File: config.mk
export PLATFORM = sky130hd
export DESIGN_NAME = pph_ram
export DESIGN_NICKNAME = d
export VERILOG_FILES = /design/src/rtl/pph_ram.sv
export SDC_FILE = /design/constraint.sdc
export NUM_CORES = 1
export LEC_CHECK = 0
export BUFFER_PORTS_ARGS = -buffer_cell sky130_fd_sc_hd__buf_2
export CORE_MARGIN = 8
export CORE_UTILIZATION = 55
export DETAILED_ROUTE_END_ITERATION = 12
export GPL_TIMING_DRIVEN = 1
export PLACE_DENSITY = 0.81
export SLEW_MARGIN = 40
export SYNTH_ARGS = -nofsm -noshare
export SYNTH_HDL_FRONTEND = slang
export SYNTH_SLANG_ARGS = --single-unit
File: constraint.sdc
create_clock -name clk_i -period 3.3 [get_ports clk_i]
set_clock_uncertainty 0.05 [all_clocks]
set_input_delay 0.33 -clock clk_i [delete_from_list [all_inputs] [get_ports clk_i]]
set_output_delay 0.33 -clock clk_i [all_outputs]
set_load 0.02 [all_outputs]
File: src/rtl/pph_ram.sv
`default_nettype none

module pph_ram #(
  parameter int WIDTH = 8,
  parameter int DEPTH = 16,
  localparam int AW = (DEPTH > 1) ? $clog2(DEPTH) : 1
) (
  input  wire logic             clk_i,
  input  wire logic             we_i,
  input  wire logic [AW-1:0]    waddr_i,
  input  wire logic [WIDTH-1:0] wdata_i,
  input  wire logic             re_i,
  input  wire logic [AW-1:0]    raddr_i,
  output      logic [WIDTH-1:0] rdata_o
);

  logic [WIDTH-1:0] mem_q [DEPTH];
  logic [WIDTH-1:0] rdata_q;

  always_ff @(posedge clk_i) begin
    if (we_i) begin
      mem_q[waddr_i] <= wdata_i;
    end
    if (re_i) begin
      rdata_q <= mem_q[raddr_i];
    end
  end

  assign rdata_o = rdata_q;

endmodule

`default_nettype wire

==> results of run 1 <==
[worst max-delay path by stage]
stage,startpoint,depth (start not counted),end,slack (ns)
after detailed placement,raddr_i[0],5,rdata_o[2],0.98
final,raddr_i[0],5,rdata_o[5],1.52
after global routing,raddr_i[0],5,rdata_o[5],1.45
after floorplan,waddr_i[2],2,mem_q[0][0],1.43
after global placement,raddr_i[0],5,rdata_o[2],1.02
after CTS,raddr_i[0],5,rdata_o[2],1.50
[final cells by class]
type / count / area (um^2) / area share, %
clock buffer: 17 / 414.1 / 6.862
clock inverter: 14 / 111.4 / 1.845
multi-input combinational: 83 / 1085 / 17.97
sequential: 136 / 4084 / 67.66
tap: 129 / 161.4 / 2.674
timing repair buffer: 31 / 180.2 / 2.985
[power breakdown]
group | switching, mW | internal (mW)
clock | 0.668 | 0.981
sequential | 0.0104 | 1.95
combinational | 0.109 | 0.0708
[cell families (layout without fill, tap and decap cells)]
kind of cell | after synthesis | count (layout) | share of synthesized area, %
compound gates | 16 | 16 | 2.298
flops | 136 | 136 | 78.12
buf+inv | 10 | 62 | 1.651
simple gates | 35 | 35 | 3.136
mux | 32 | 32 | 14.79
[routing by layer]
metal  global-route usage (%)  part of all wire [%]
met1                    19.34                    41
met2                    25.09                    50
met3                    6.498                   7.5
met4                    6.394                   1.5
met5                        0                     0
[state kept, by name, indices dropped and copies added, names as in the netlist]
register and count:
mem_q 128, rdata_o 8
[worst register-to-register path, cell delays in order, from the launching register on]
cell and delay (ns):
sky130_fd_sc_hd__edfxtp_1 0.40, sky130_fd_sc_hd__mux4_1 0.54, sky130_fd_sc_hd__a22oi_1 0.25, sky130_fd_sc_hd__nand2_1 0.08
[layout by cell type, fill, tap and decap left out, types with 2 or more instances in the layout]
cell and instances:
sky130_fd_sc_hd__edfxtp_1 136, sky130_fd_sc_hd__buf_2 26, sky130_fd_sc_hd__mux4_2 18, sky130_fd_sc_hd__a22oi_1 16, sky130_fd_sc_hd__clkbuf_16 16, sky130_fd_sc_hd__mux4_1 14
sky130_fd_sc_hd__nor2_2 11, sky130_fd_sc_hd__nand2_1 9, sky130_fd_sc_hd__clkinv_2 6, sky130_fd_sc_hd__nor3_1 4, sky130_fd_sc_hd__clkinvlp_4 4, sky130_fd_sc_hd__buf_4 4
sky130_fd_sc_hd__nor2_1 2, sky130_fd_sc_hd__nand3b_1 2, sky130_fd_sc_hd__nand2b_1 2, sky130_fd_sc_hd__clkinv_4 2
[stage by stage]
| step | std cells | hold slack (ns) | power [mW] |
|---|---|---|---|
| after global routing | 410 | 0.1192 | 3.896 |
| after global placement | 379 | 0.6565 | 2.162 |
| after detailed placement | 379 | 0.6684 | 2.173 |
| final | 410 | 0.1455 | 3.786 |
| after CTS | 410 | 0.1229 | 3.806 |
| after floorplan | 229 | 0.3789 | 2.099 |
==> impl_metrics.sql, run 1 <==
INSERT INTO impl_metrics (metric_group, metric, value, unit) VALUES
('clock_network', 'latest_clock_arrival_within_the_worst_skew_pair', '0.52', 'ns'),
('grt', 'gr-usage-all-layers', '15.98', '%'),
('layout', 'areaGrowthSynthToFinish', '15.46', '%'),
('grt', 'globalRouteOverflowTotal', '0', ''),
('run_status', 'outcome', 'finished clean', ''),
('synth', 'synthMostInstantiatedCell', 'sky130_fd_sc_hd__edfxtp_1', ''),
('layout', 'final_layout_size_suffix_gt1_share', '32.38', '%'),
('clock_network', 'post_cts_setup_driven_buffer_insertion_count', '0', ''),
('place', 'place_congestion', '0.7248', ''),
('synth', 'cell_area_after_technology_mapping', '5228', 'um^2'),
('sta', 'rsz0062_at_grt', 'no', ''),
('power_and_ir_drop', 'max-vdd-ir-drop', '423.1', 'uV'),
('worst_setup_path', 'setup.worst_path.end_class', 'flop', ''),
('floorplan', 'fp.dieW', '113.5', 'um'),
('worst_setup_path', 'arrival', '2.00', 'ns'),
('synth', 'synth_seq_cells', '136', ''),
('clock_network', 'clock-root-buffer', 'sky130_fd_sc_hd__clkbuf_8', ''),
('layout', 'antennaDiodeCount', '0', ''),
('min_path', 'worstHoldPathCells', '1', ''),
('synth', 'syn-num-nets', '248', ''),
('route', 'post_drt_wl_per_cell', '23.31', 'um'),
('synth', 'synth_top_cell_area_share', '78.12', '%'),
('route', 'dr.pass1.iters', '5', ''),
('clock_network', 'clock-sinks', '136', ''),
('sta', 'final_min_period_over_clock_period', '54.03', '%'),
('sta', 'achievable_frequency', '560.8', 'MHz'),
('grt', 'grt_antenna_before_repair', '0', ''),
('floorplan', 'chipHeight', '113.5', 'um'),
('synth', 'leading_post_synthesis_cells_by_instance_count', '136 x sky130_fd_sc_hd__edfxtp_1, 18 x sky130_fd_sc_hd__mux4_2, 16 x sky130_fd_sc_hd__a22oi_1', ''),
('place', 'dpl-instance-area', '5495', 'um^2'),
('route', 'final_antenna_net_count', '0', ''),
('clock_network', 'clkSlewWorstSetupHoldPaths', '0.06', 'ns'),
('clock_network', 'cts_hold_buffers', '0', ''),
('worst_setup_path', 'critPathSlowestCell', 'sky130_fd_sc_hd__mux4_1', ''),
('grt', 'wire_length_of_the_first_global_routing_pass', '14490', 'um'),
('layout', 'layout.filler_cells', '584', ''),
('worst_setup_path', 'timing.reg2reg.worst_path_depth', '3', ''),
('worst_setup_path', 'timing_worst_setup_path_type', 'primary input to flop', ''),
('route', 'vias', '2452', ''),
('synth', 'synth_top_area_cell', 'sky130_fd_sc_hd__edfxtp_1', ''),
('synth', 'ys.warnings.count', '0', ''),
('synth', 'synth.lib_cells_used.distinct', '18', ''),
('min_path', 'hold_end', 'mem_q[12][2]', ''),
('worst_setup_path', 'critical-path-top-delay-family', 'buffers and inverters', ''),
('grt', 'largest_net_degree_at_the_start_of_global_routing', '33', ''),
('synth', 'synth_top_flop_cell', 'sky130_fd_sc_hd__edfxtp_1', ''),
('sta', 'timing.slew.headroom', '43.83', '%'),
('worst_setup_path', 'start_kind', 'primary input', ''),
('clock_network', 'post_cts.resized_instances', '0', ''),
('clock_network', 'tritoncts.num_buffers', '17', ''),
('route', 'drt_first_iter_violations', '221', ''),
('synth', 'synth_edf_count', '136', ''),
('worst_setup_path', 'critical-path-max-stage-delay', '0.60', 'ns'),
('floorplan', 'i_o_pin_count', '27', ''),
('sta', 'fin_setup_tns', '0', 'ns'),
('route', 'routed_via_density', '5.980', ''),
('sta', 'report.final.hold_viol_count', '0', ''),
('job', 'number_of_violations_of_the_max_capacitance_limit', '0', ''),
('floorplan', 'initial_core_util', '56.57', '%'),
('min_path', 'timing.hold.worst.class', 'primary input to flop', ''),
('worst_setup_path', 'startpoint_of_the_worst_register_to_register_path', 'mem_q[0][5]', ''),
('sta', 'pin_slew_with_the_least_headroom_to_its_limit', '0.8394', 'ns'),
('grt', 'grt_pass1_vias', '2624', ''),
('power_and_ir_drop', 'cellLeakagePower', '1.990', 'nW'),
('sta', 'number_of_setup_violations_in_the_final_report', '0', ''),
('synth', 'synth_area_leaders', 'sky130_fd_sc_hd__edfxtp_1 78%, sky130_fd_sc_hd__mux4_2 7.8%, sky130_fd_sc_hd__mux4_1 7.0%', ''),
('layout', 'finish.net_count', '288', ''),
('synth', 'post_synth_inst_count', '229', ''),
('sta', 'report.final.slew_viol_count', '0', ''),
('worst_setup_path', 'critical_path.n_buffers_inverters', '2', ''),
('layout', 'postLayoutCoreUtil', '65.32', '%');
Power figures use the tool's default switching activity.
==> run 2: changes to the inputs <==
--- a/config.mk
+++ b/config.mk
@@ -7,10 +7,10 @@
 export LEC_CHECK = 0
 export BUFFER_PORTS_ARGS = -buffer_cell sky130_fd_sc_hd__buf_2
 export CORE_MARGIN = 8
-export CORE_UTILIZATION = 55
+export CORE_UTILIZATION = 54
 export DETAILED_ROUTE_END_ITERATION = 12
 export GPL_TIMING_DRIVEN = 1
-export PLACE_DENSITY = 0.81
+export PLACE_DENSITY = 0.82
 export SLEW_MARGIN = 40
 export SYNTH_ARGS = -nofsm -noshare
 export SYNTH_HDL_FRONTEND = slang
==> constraint.sdc (replaced) <==
create_clock -name clk_i -period 1.4 [get_ports clk_i]
set_clock_uncertainty 0.05 [all_clocks]
set_input_delay 0.14 -clock clk_i [delete_from_list [all_inputs] [get_ports clk_i]]
set_output_delay 0.14 -clock clk_i [all_outputs]
set_load 0.02 [all_outputs]
==> run 2 against run 1 <==
Cell area is 4.0% higher. Count of clock-buffer cells in the layout is 4 higher. Worst setup slack worse by 1.6 ns. Register-to-register slack worse by 1.9 ns. Core utilization is 0.11 points higher. The flow now finishes with violations (negative setup slack). Power is 140% higher. Die area is 1.6% higher.
==> impl_metrics.sql, run 2 (same netlist as run 1, synthesis figures left out) <==
INSERT INTO impl_metrics (metric_group, metric, value, unit) VALUES
('run_status', 'outcome', 'complete, but fails checks', ''),
('run_status', 'failed_checks', 'negative setup slack', ''),
('layout', 'final_layout_size_suffix_gt1_share', '39.42', '%'),
('route', 'routed_wl', '10330', 'um'),
('min_path', 'worstHoldStart', 'waddr_i[0]', ''),
('worst_setup_path', 'critical_path.max_fanout', '1', ''),
('floorplan', 'fp-row-count', '36', ''),
('place', 'place_congestion', '0.8108', ''),
('min_path', 'hold_end', 'mem_q[0][0]', ''),
('route', 'dr.pass1.iters', '4', ''),
('layout', 'layout.cells.most_common_list', '136 x sky130_fd_sc_hd__edfxtp_1, 32 x sky130_fd_sc_hd__mux4_2, 26 x sky130_fd_sc_hd__buf_2', ''),
('layout', 'max_flop_register', 'mem_q', ''),
('power_and_ir_drop', 'clock_power_share', '42.7', '%'),
('power_and_ir_drop', 'power_frac_comb', '5.7', '%'),
('place', 'i_o_buffers', '26', ''),
('sta', 'timing.slew.headroom', '40.92', '%'),
('layout', 'layout.cell_area.non_filler', '6277', 'um^2'),
('layout', 'areaGrowthSynthToFinish', '20.08', '%'),
('grt', 'largest_net_degree_at_the_start_of_global_routing', '21', ''),
('place', 'detailedPlace.worstSlack', '-0.3435', 'ns'),
('route', 'final_antenna_net_count', '0', ''),
('worst_setup_path', 'start_kind', 'flop', ''),
('sta', 'rsz0062_at_grt', 'yes', ''),
('grt', 'wire_length_of_the_first_global_routing_pass', '16350', 'um'),
('worst_setup_path', 'r2r_setup_slack', '-0.12', 'ns'),
('floorplan', 'floorplan.die_area', '13090', 'um^2'),
('power_and_ir_drop', 'cellLeakagePower', '2.093', 'nW'),
('worst_setup_path', 'timing.reg2reg.worst_path_depth', '3', ''),
('worst_setup_path', 'startpoint_of_the_worst_register_to_register_path', 'mem_q[0][4]', ''),
('sta', 'fin_setup_tns', '-0.4694', 'ns'),
('power_and_ir_drop', 'powerDensity', '1425', 'nW/um^2'),
('worst_setup_path', 'cp_data_required_time', '1.60', 'ns'),
('clock_network', 'clkSlewWorstSetupHoldPaths', '0.06', 'ns'),
('layout', 'layout_commonest_cell', 'sky130_fd_sc_hd__edfxtp_1', ''),
('route', 'vias', '2578', ''),
('clock_network', 'post_cts_setup_driven_buffer_insertion_count', '0', ''),
('power_and_ir_drop', 'share_seq_of_total_power', '51.6', '%'),
('layout', 'finish.net_count', '318', ''),
('clock_network', 'latest_clock_arrival_within_the_worst_skew_pair', '0.51', 'ns'),
('power_and_ir_drop', 'power.switching_fraction', '20.28', '%'),
('sta', 'pin_slew_with_the_least_headroom_to_its_limit', '0.8844', 'ns'),
('sta', 'post-route-worst-setup-slack', '-0.1201', 'ns'),
('sta', 'report.final.slew_viol_count', '0', ''),
('route', 'drc', '0', ''),
('power_and_ir_drop', 'netSwitchingPower', '1.814', 'mW'),
('floorplan', 'fp.coreArea', '9594', 'um^2'),
('sta', 'number_of_setup_violations_in_the_final_report', '7', ''),
('route', 'post_drt_wl_per_cell', '23.22', 'um'),
('floorplan', 'initial_core_util', '54.49', '%'),
('grt', 'gr-usage-all-layers', '17.58', '%'),
('clock_network', 'clock-sinks', '136', ''),
('clock_network', 'clock-root-buffer', 'sky130_fd_sc_hd__clkbuf_8', ''),
('floorplan', 'chipHeight', '114.4', 'um'),
('layout', 'flip_flop_count_of_the_largest_register_after_layout', '128', ''),
('worst_setup_path', 'crit-reg2reg-capture', 'rdata_o[4]', ''),
('sta', 'report.final.hold_viol_count', '0', ''),
('sta', 'final_min_period_over_clock_period', '108.6', '%'),
('power_and_ir_drop', 'max-vdd-ir-drop', '867.2', 'uV'),
('clock_network', 'tritoncts.num_buffers', '17', ''),
('power_and_ir_drop', 'power.internal', '7.129', 'mW'),
('floorplan', 'fp.dieW', '114.4', 'um'),
('place', 'dp.final_hpwl', '6675', 'um'),
('sta', 'achievable_frequency', '657.9', 'MHz'),
('sta', 'whs', '0.1473', 'ns'),
('worst_setup_path', 'setup.worst_path.end_class', 'flop', ''),
('route', 'routed_via_density', '5.793', ''),
('floorplan', 'i_o_pin_count', '27', ''),
('place', 'dpl-instance-area', '5630', 'um^2'),
('min_path', 'worstHoldPathCells', '3', ''),
('grt', 'grt_pass1_vias', '2775', ''),
('worst_setup_path', 'timing_worst_setup_path_type', 'flop to flop', ''),
('clock_network', 'tritoncts', 'yes', ''),
('grt', 'globalRouteOverflowTotal', '0', ''),
('min_path', 'timing.hold.worst.class', 'primary input to flop', ''),
('job', 'number_of_violations_of_the_max_capacitance_limit', '0', ''),
('clock_network', 'clock_path_buffers', '2', ''),
('layout', 'antennaDiodeCount', '0', ''),
('clock_network', 'htree_num_levels', '4', ''),
('sta', 'fin_crit', '1.520', 'ns'),
('layout', 'layout.filler_cells', '604', ''),
('route', 'drt_first_iter_violations', '260', ''),
('grt', 'grt_antenna_before_repair', '0', ''),
('worst_setup_path', 'arrival', '1.72', 'ns');
-- run 2: per-layer routing --
layer	wire length (um)	vias to the layer above	share of wire, %	global-route usage, %
met5	0	-	0	0
met4	142	0	1.4	7.631
met3	779	12	7.5	4.852
met2	5070	133	49	27.75
met1	4340	1330	42	22.37
li1	-	1103	-	-
-- run 2: worst max-delay path by stage --
stage                             from           to  slack, ns  cells after the start
after floorplan             waddr_i[2]  mem_q[3][0]      -0.06                      2
after global placement      raddr_i[0]   rdata_o[3]      -0.32                      5
after detailed placement    raddr_i[0]   rdata_o[1]      -0.34                      5
after CTS                 mem_q[11][4]   rdata_o[4]      -0.12                      3
after global routing       mem_q[0][4]   rdata_o[4]      -0.18                      3
final                      mem_q[0][4]   rdata_o[4]      -0.12                      3
-- run 2: what timing repair did --
action / CTS / global route
endpoints found under the hold margin: 136 / 0
resized for setup: 10 / 2
pin swaps: 3 / 0
hold buffers: 9 / 0
setup endpoints to repair: 8 / 8
-- run 2: power groups by stage --
| stage | clock (mW) | sequential (mW) | combinational, mW |
|---|---|---|---|
| after global placement | 0 | 4.69 | 0.448 |
| after floorplan | 0 | 4.72 | 0.252 |
| after global routing | 4.06 | 4.62 | 0.544 |
| after detailed placement | 0 | 4.70 | 0.466 |
| final | 3.82 | 4.62 | 0.506 |
| after CTS | 3.86 | 4.62 | 0.507 |
-- run 2: metrics by stage --
stage,instances,power [mW],utilization [%]
floorplan,229,4.968,-
CTS,445,8.988,65.30
global placement,404,5.140,58.69
global route,445,9.224,65.43
finish,445,8.943,65.43
detailed placement,404,5.166,58.69
-- run 2: cell type report --
class | count | area [um^2] | area share [%]
clock buffers | 21 | 429.2 | 6.837
clock inverters | 11 | 82.58 | 1.316
multi-input cells | 83 | 1062 | 16.92
flip-flops and latches | 136 | 4084 | 65.06
well taps | 133 | 166.4 | 2.651
repair buffers | 61 | 452.9 | 7.215
-- run 2: critical path, cell delays in order, from the launching register on --
cell                       delay [ns]
sky130_fd_sc_hd__edfxtp_1        0.40
sky130_fd_sc_hd__mux4_2          0.49
sky130_fd_sc_hd__a22oi_2         0.21
sky130_fd_sc_hd__nand2_1         0.11
==> run 3: changes to the inputs <==
--- a/config.mk
+++ b/config.mk
@@ -11,6 +11,7 @@
 export DETAILED_ROUTE_END_ITERATION = 12
 export GPL_TIMING_DRIVEN = 1
 export PLACE_DENSITY = 0.82
+export SKIP_CTS_REPAIR_TIMING = 1
 export SLEW_MARGIN = 40
 export SYNTH_ARGS = -nofsm -noshare
 export SYNTH_HDL_FRONTEND = slang
==> run 3 against run 2 <==
The run still ends with negative setup slack left. Register-to-register slack about the same. Clock power is essentially flat. Sequential power hardly changed. Combinational power is 1% lower. Wire length increased by 0.47%. Hold slack worse by 0.0015 ns. Critical path depth unchanged. Worst setup slack worse by 0.0015 ns. Count of clock-buffer cells in the layout is the same. Highest routed layer unchanged. Final cell count unchanged. Fmax hardly changed. Critical endpoint unchanged. Critical path type unchanged. Largest power group unchanged.
==> impl_metrics.sql, run 3 (same netlist as run 1, synthesis figures left out) <==
INSERT INTO impl_metrics (metric_group, metric, value, unit) VALUES
('place', 'dpl-instance-area', '5630', 'um^2'),
('layout', 'flip_flop_count_of_the_largest_register_after_layout', '128', ''),
('grt', 'gr-usage-all-layers', '17.26', '%'),
('worst_setup_path', 'r2r_setup_slack', '-0.12', 'ns'),
('layout', 'antennaDiodeCount', '0', ''),
('worst_setup_path', 'startpoint_of_the_worst_register_to_register_path', 'mem_q[11][4]', ''),
('worst_setup_path', 'critical_path.max_fanout', '1', ''),
('grt', 'use_met2', '27.44', '%'),
('floorplan', 'fp.coreArea', '9594', 'um^2'),
('sta', 'report.final.hold_viol_count', '0', ''),
('grt', 'largest_net_degree_at_the_start_of_global_routing', '21', ''),
('power_and_ir_drop', 'max-vdd-ir-drop', '872.2', 'uV'),
('route', 'drt_first_iter_violations', '277', ''),
('worst_setup_path', 'crit-reg2reg-capture', 'rdata_o[4]', ''),
('clock_network', 'latest_clock_arrival_within_the_worst_skew_pair', '0.51', 'ns'),
('clock_network', 'tritoncts.num_buffers', '17', ''),
('layout', 'areaGrowthSynthToFinish', '19.72', '%'),
('layout', 'layout.cell_area.non_filler', '6259', 'um^2'),
('floorplan', 'initial_core_util', '54.49', '%'),
('route', 'routed_wl', '10380', 'um'),
('worst_setup_path', 'start_kind', 'flop', ''),
('grt', 'grt_util_met3', '5.063', '%'),
('sta', 'rsz0062_at_grt', 'yes', ''),
('floorplan', 'i_o_pin_count', '27', ''),
('place', 'i_o_buffers', '26', ''),
('layout', 'layout_commonest_cell', 'sky130_fd_sc_hd__edfxtp_1', ''),
('clock_network', 'clock-root-buffer', 'sky130_fd_sc_hd__clkbuf_8', ''),
('grt', 'global_route.peak_usage_layer', 'met2', ''),
('worst_setup_path', 'timing.reg2reg.worst_path_depth', '3', ''),
('layout', 'finish.net_count', '318', ''),
('floorplan', 'floorplan.die_area', '13090', 'um^2'),
('run_status', 'failed_checks', 'negative setup slack', ''),
('route', 'drc', '0', ''),
('sta', 'report.final.slew_viol_count', '0', ''),
('grt', 'groute.layer.met1.usage', '21.65', '%'),
('grt', 'wire_length_of_the_first_global_routing_pass', '15970', 'um'),
('worst_setup_path', 'cp_data_required_time', '1.60', 'ns'),
('grt', 'grt_antenna_before_repair', '0', ''),
('worst_setup_path', 'arrival', '1.72', 'ns'),
('floorplan', 'fp.dieW', '114.4', 'um'),
('run_status', 'outcome', 'complete, but fails checks', ''),
('route', 'routed_via_density', '5.820', ''),
('clock_network', 'htree_num_levels', '4', ''),
('min_path', 'hold_end', 'mem_q[0][4]', ''),
('layout', 'layout.filler_cells', '608', ''),
('layout', 'layout.area.seq', '4084', 'um^2'),
('sta', 'number_of_setup_violations_in_the_final_report', '8', ''),
('grt', 'globalRouteOverflowTotal', '0', ''),
('route', 'final_antenna_net_count', '0', ''),
('power_and_ir_drop', 'cellLeakagePower', '2.096', 'nW'),
('floorplan', 'fp-row-count', '36', ''),
('min_path', 'worstHoldPathCells', '3', ''),
('sta', 'fin_crit', '1.522', 'ns'),
('sta', 'post-route-worst-setup-slack', '-0.1215', 'ns'),
('place', 'place_congestion', '0.8108', ''),
('sta', 'pin_slew_with_the_least_headroom_to_its_limit', '0.8325', 'ns'),
('sta', 'timing.slew.headroom', '44.30', '%'),
('place', 'dp.final_hpwl', '6675', 'um'),
('clock_network', 'clock_path_buffers', '2', ''),
('layout', 'layout.cells.most_common_list', '136 x sky130_fd_sc_hd__edfxtp_1, 31 x sky130_fd_sc_hd__mux4_2, 26 x sky130_fd_sc_hd__buf_2', ''),
('layout', 'max_flop_register', 'mem_q', ''),
('job', 'number_of_violations_of_the_max_capacitance_limit', '0', ''),
('sta', 'whs', '0.1457', 'ns'),
('floorplan', 'chipHeight', '114.4', 'um'),
('sta', 'final_min_period_over_clock_period', '108.7', '%'),
('route', 'vias', '2590', ''),
('min_path', 'worstHoldStart', 'waddr_i[0]', ''),
('power_and_ir_drop', 'powerDensity', '1429', 'nW/um^2'),
('route', 'post_drt_wl_per_cell', '23.33', 'um'),
('clock_network', 'tritoncts', 'yes', ''),
('worst_setup_path', 'setup.worst_path.end_class', 'flop', ''),
('sta', 'achievable_frequency', '657.2', 'MHz'),
('clock_network', 'clkSlewWorstSetupHoldPaths', '0.06', 'ns'),
('grt', 'grt_pass1_vias', '2696', ''),
('clock_network', 'clock-sinks', '136', ''),
('route', 'dr.pass1.iters', '4', ''),
('layout', 'multi_input_area', '1044', 'um^2'),
('layout', 'final_layout_size_suffix_gt1_share', '37.50', '%'),
('worst_setup_path', 'timing_worst_setup_path_type', 'flop to flop', ''),
('min_path', 'timing.hold.worst.class', 'primary input to flop', '');
==> run 3: cell counts in the layout (fill, tap and decap cells not counted) <==
Identical to the previous run, type by type.
==> run 3: final cells by class <==
class | count | share of cell area (%)
Clock buffer | 21 | 6.857
Clock inverter | 11 | 1.319
Multi-Input combinational cell | 83 | 16.67
Timing Repair Buffer | 61 | 7.237
Tap cell | 133 | 2.659
Sequential cell | 136 | 65.25
==> run 3: worst max-delay path by stage <==
stage,startpoint,endpoint,cells after the start
2_1_floorplan,waddr_i[2],mem_q[3][0],2
3_3_place_gp,raddr_i[0],rdata_o[3],5
3_5_place_dp,raddr_i[0],rdata_o[1],5
4_1_cts,mem_q[1][0],rdata_o[0],3
5_1_grt,mem_q[0][4],rdata_o[4],3
6_report,mem_q[11][4],rdata_o[4],3
==> run 3: where the power goes <==
part / internal [mW] / switching, mW
sequential: 4.59 / 0.0273
combinational: 0.219 / 0.279
clock: 2.32 / 1.51
==> run 3: worst max-delay path: stages (launching register included) <==
cell                       delay (ns)
sky130_fd_sc_hd__edfxtp_1        0.41
sky130_fd_sc_hd__mux4_2          0.52
sky130_fd_sc_hd__a22oi_2         0.17
sky130_fd_sc_hd__nand2_1         0.10
==> run 3: metrics by stage <==
stage / TNS (ns) / power [mW] / utilization [%] / std cells / setup slack (ns)
finish: -0.6809 / 8.943 / 65.23 / 445 / -0.1215
global route: -1.000 / 9.214 / 65.23 / 445 / -0.1761
CTS: -0.9791 / 8.951 / 64.02 / 436 / -0.1984
detailed placement: -4.869 / 5.166 / 58.69 / 404 / -0.3435
global placement: -3.389 / 5.140 / 58.69 / 404 / -0.3176
floorplan: -1.676 / 4.968 / - / 229 / -0.05615
==> run 3: routing by layer <==
metal | vias up | share of wire, % | routed length [um]
met5 | - | 0 | 0
met4 | 0 | 1.7 | 178
met3 | 18 | 8.1 | 844
met2 | 135 | 49 | 5097
met1 | 1330 | 41 | 4262
li1 | 1107 | - | -
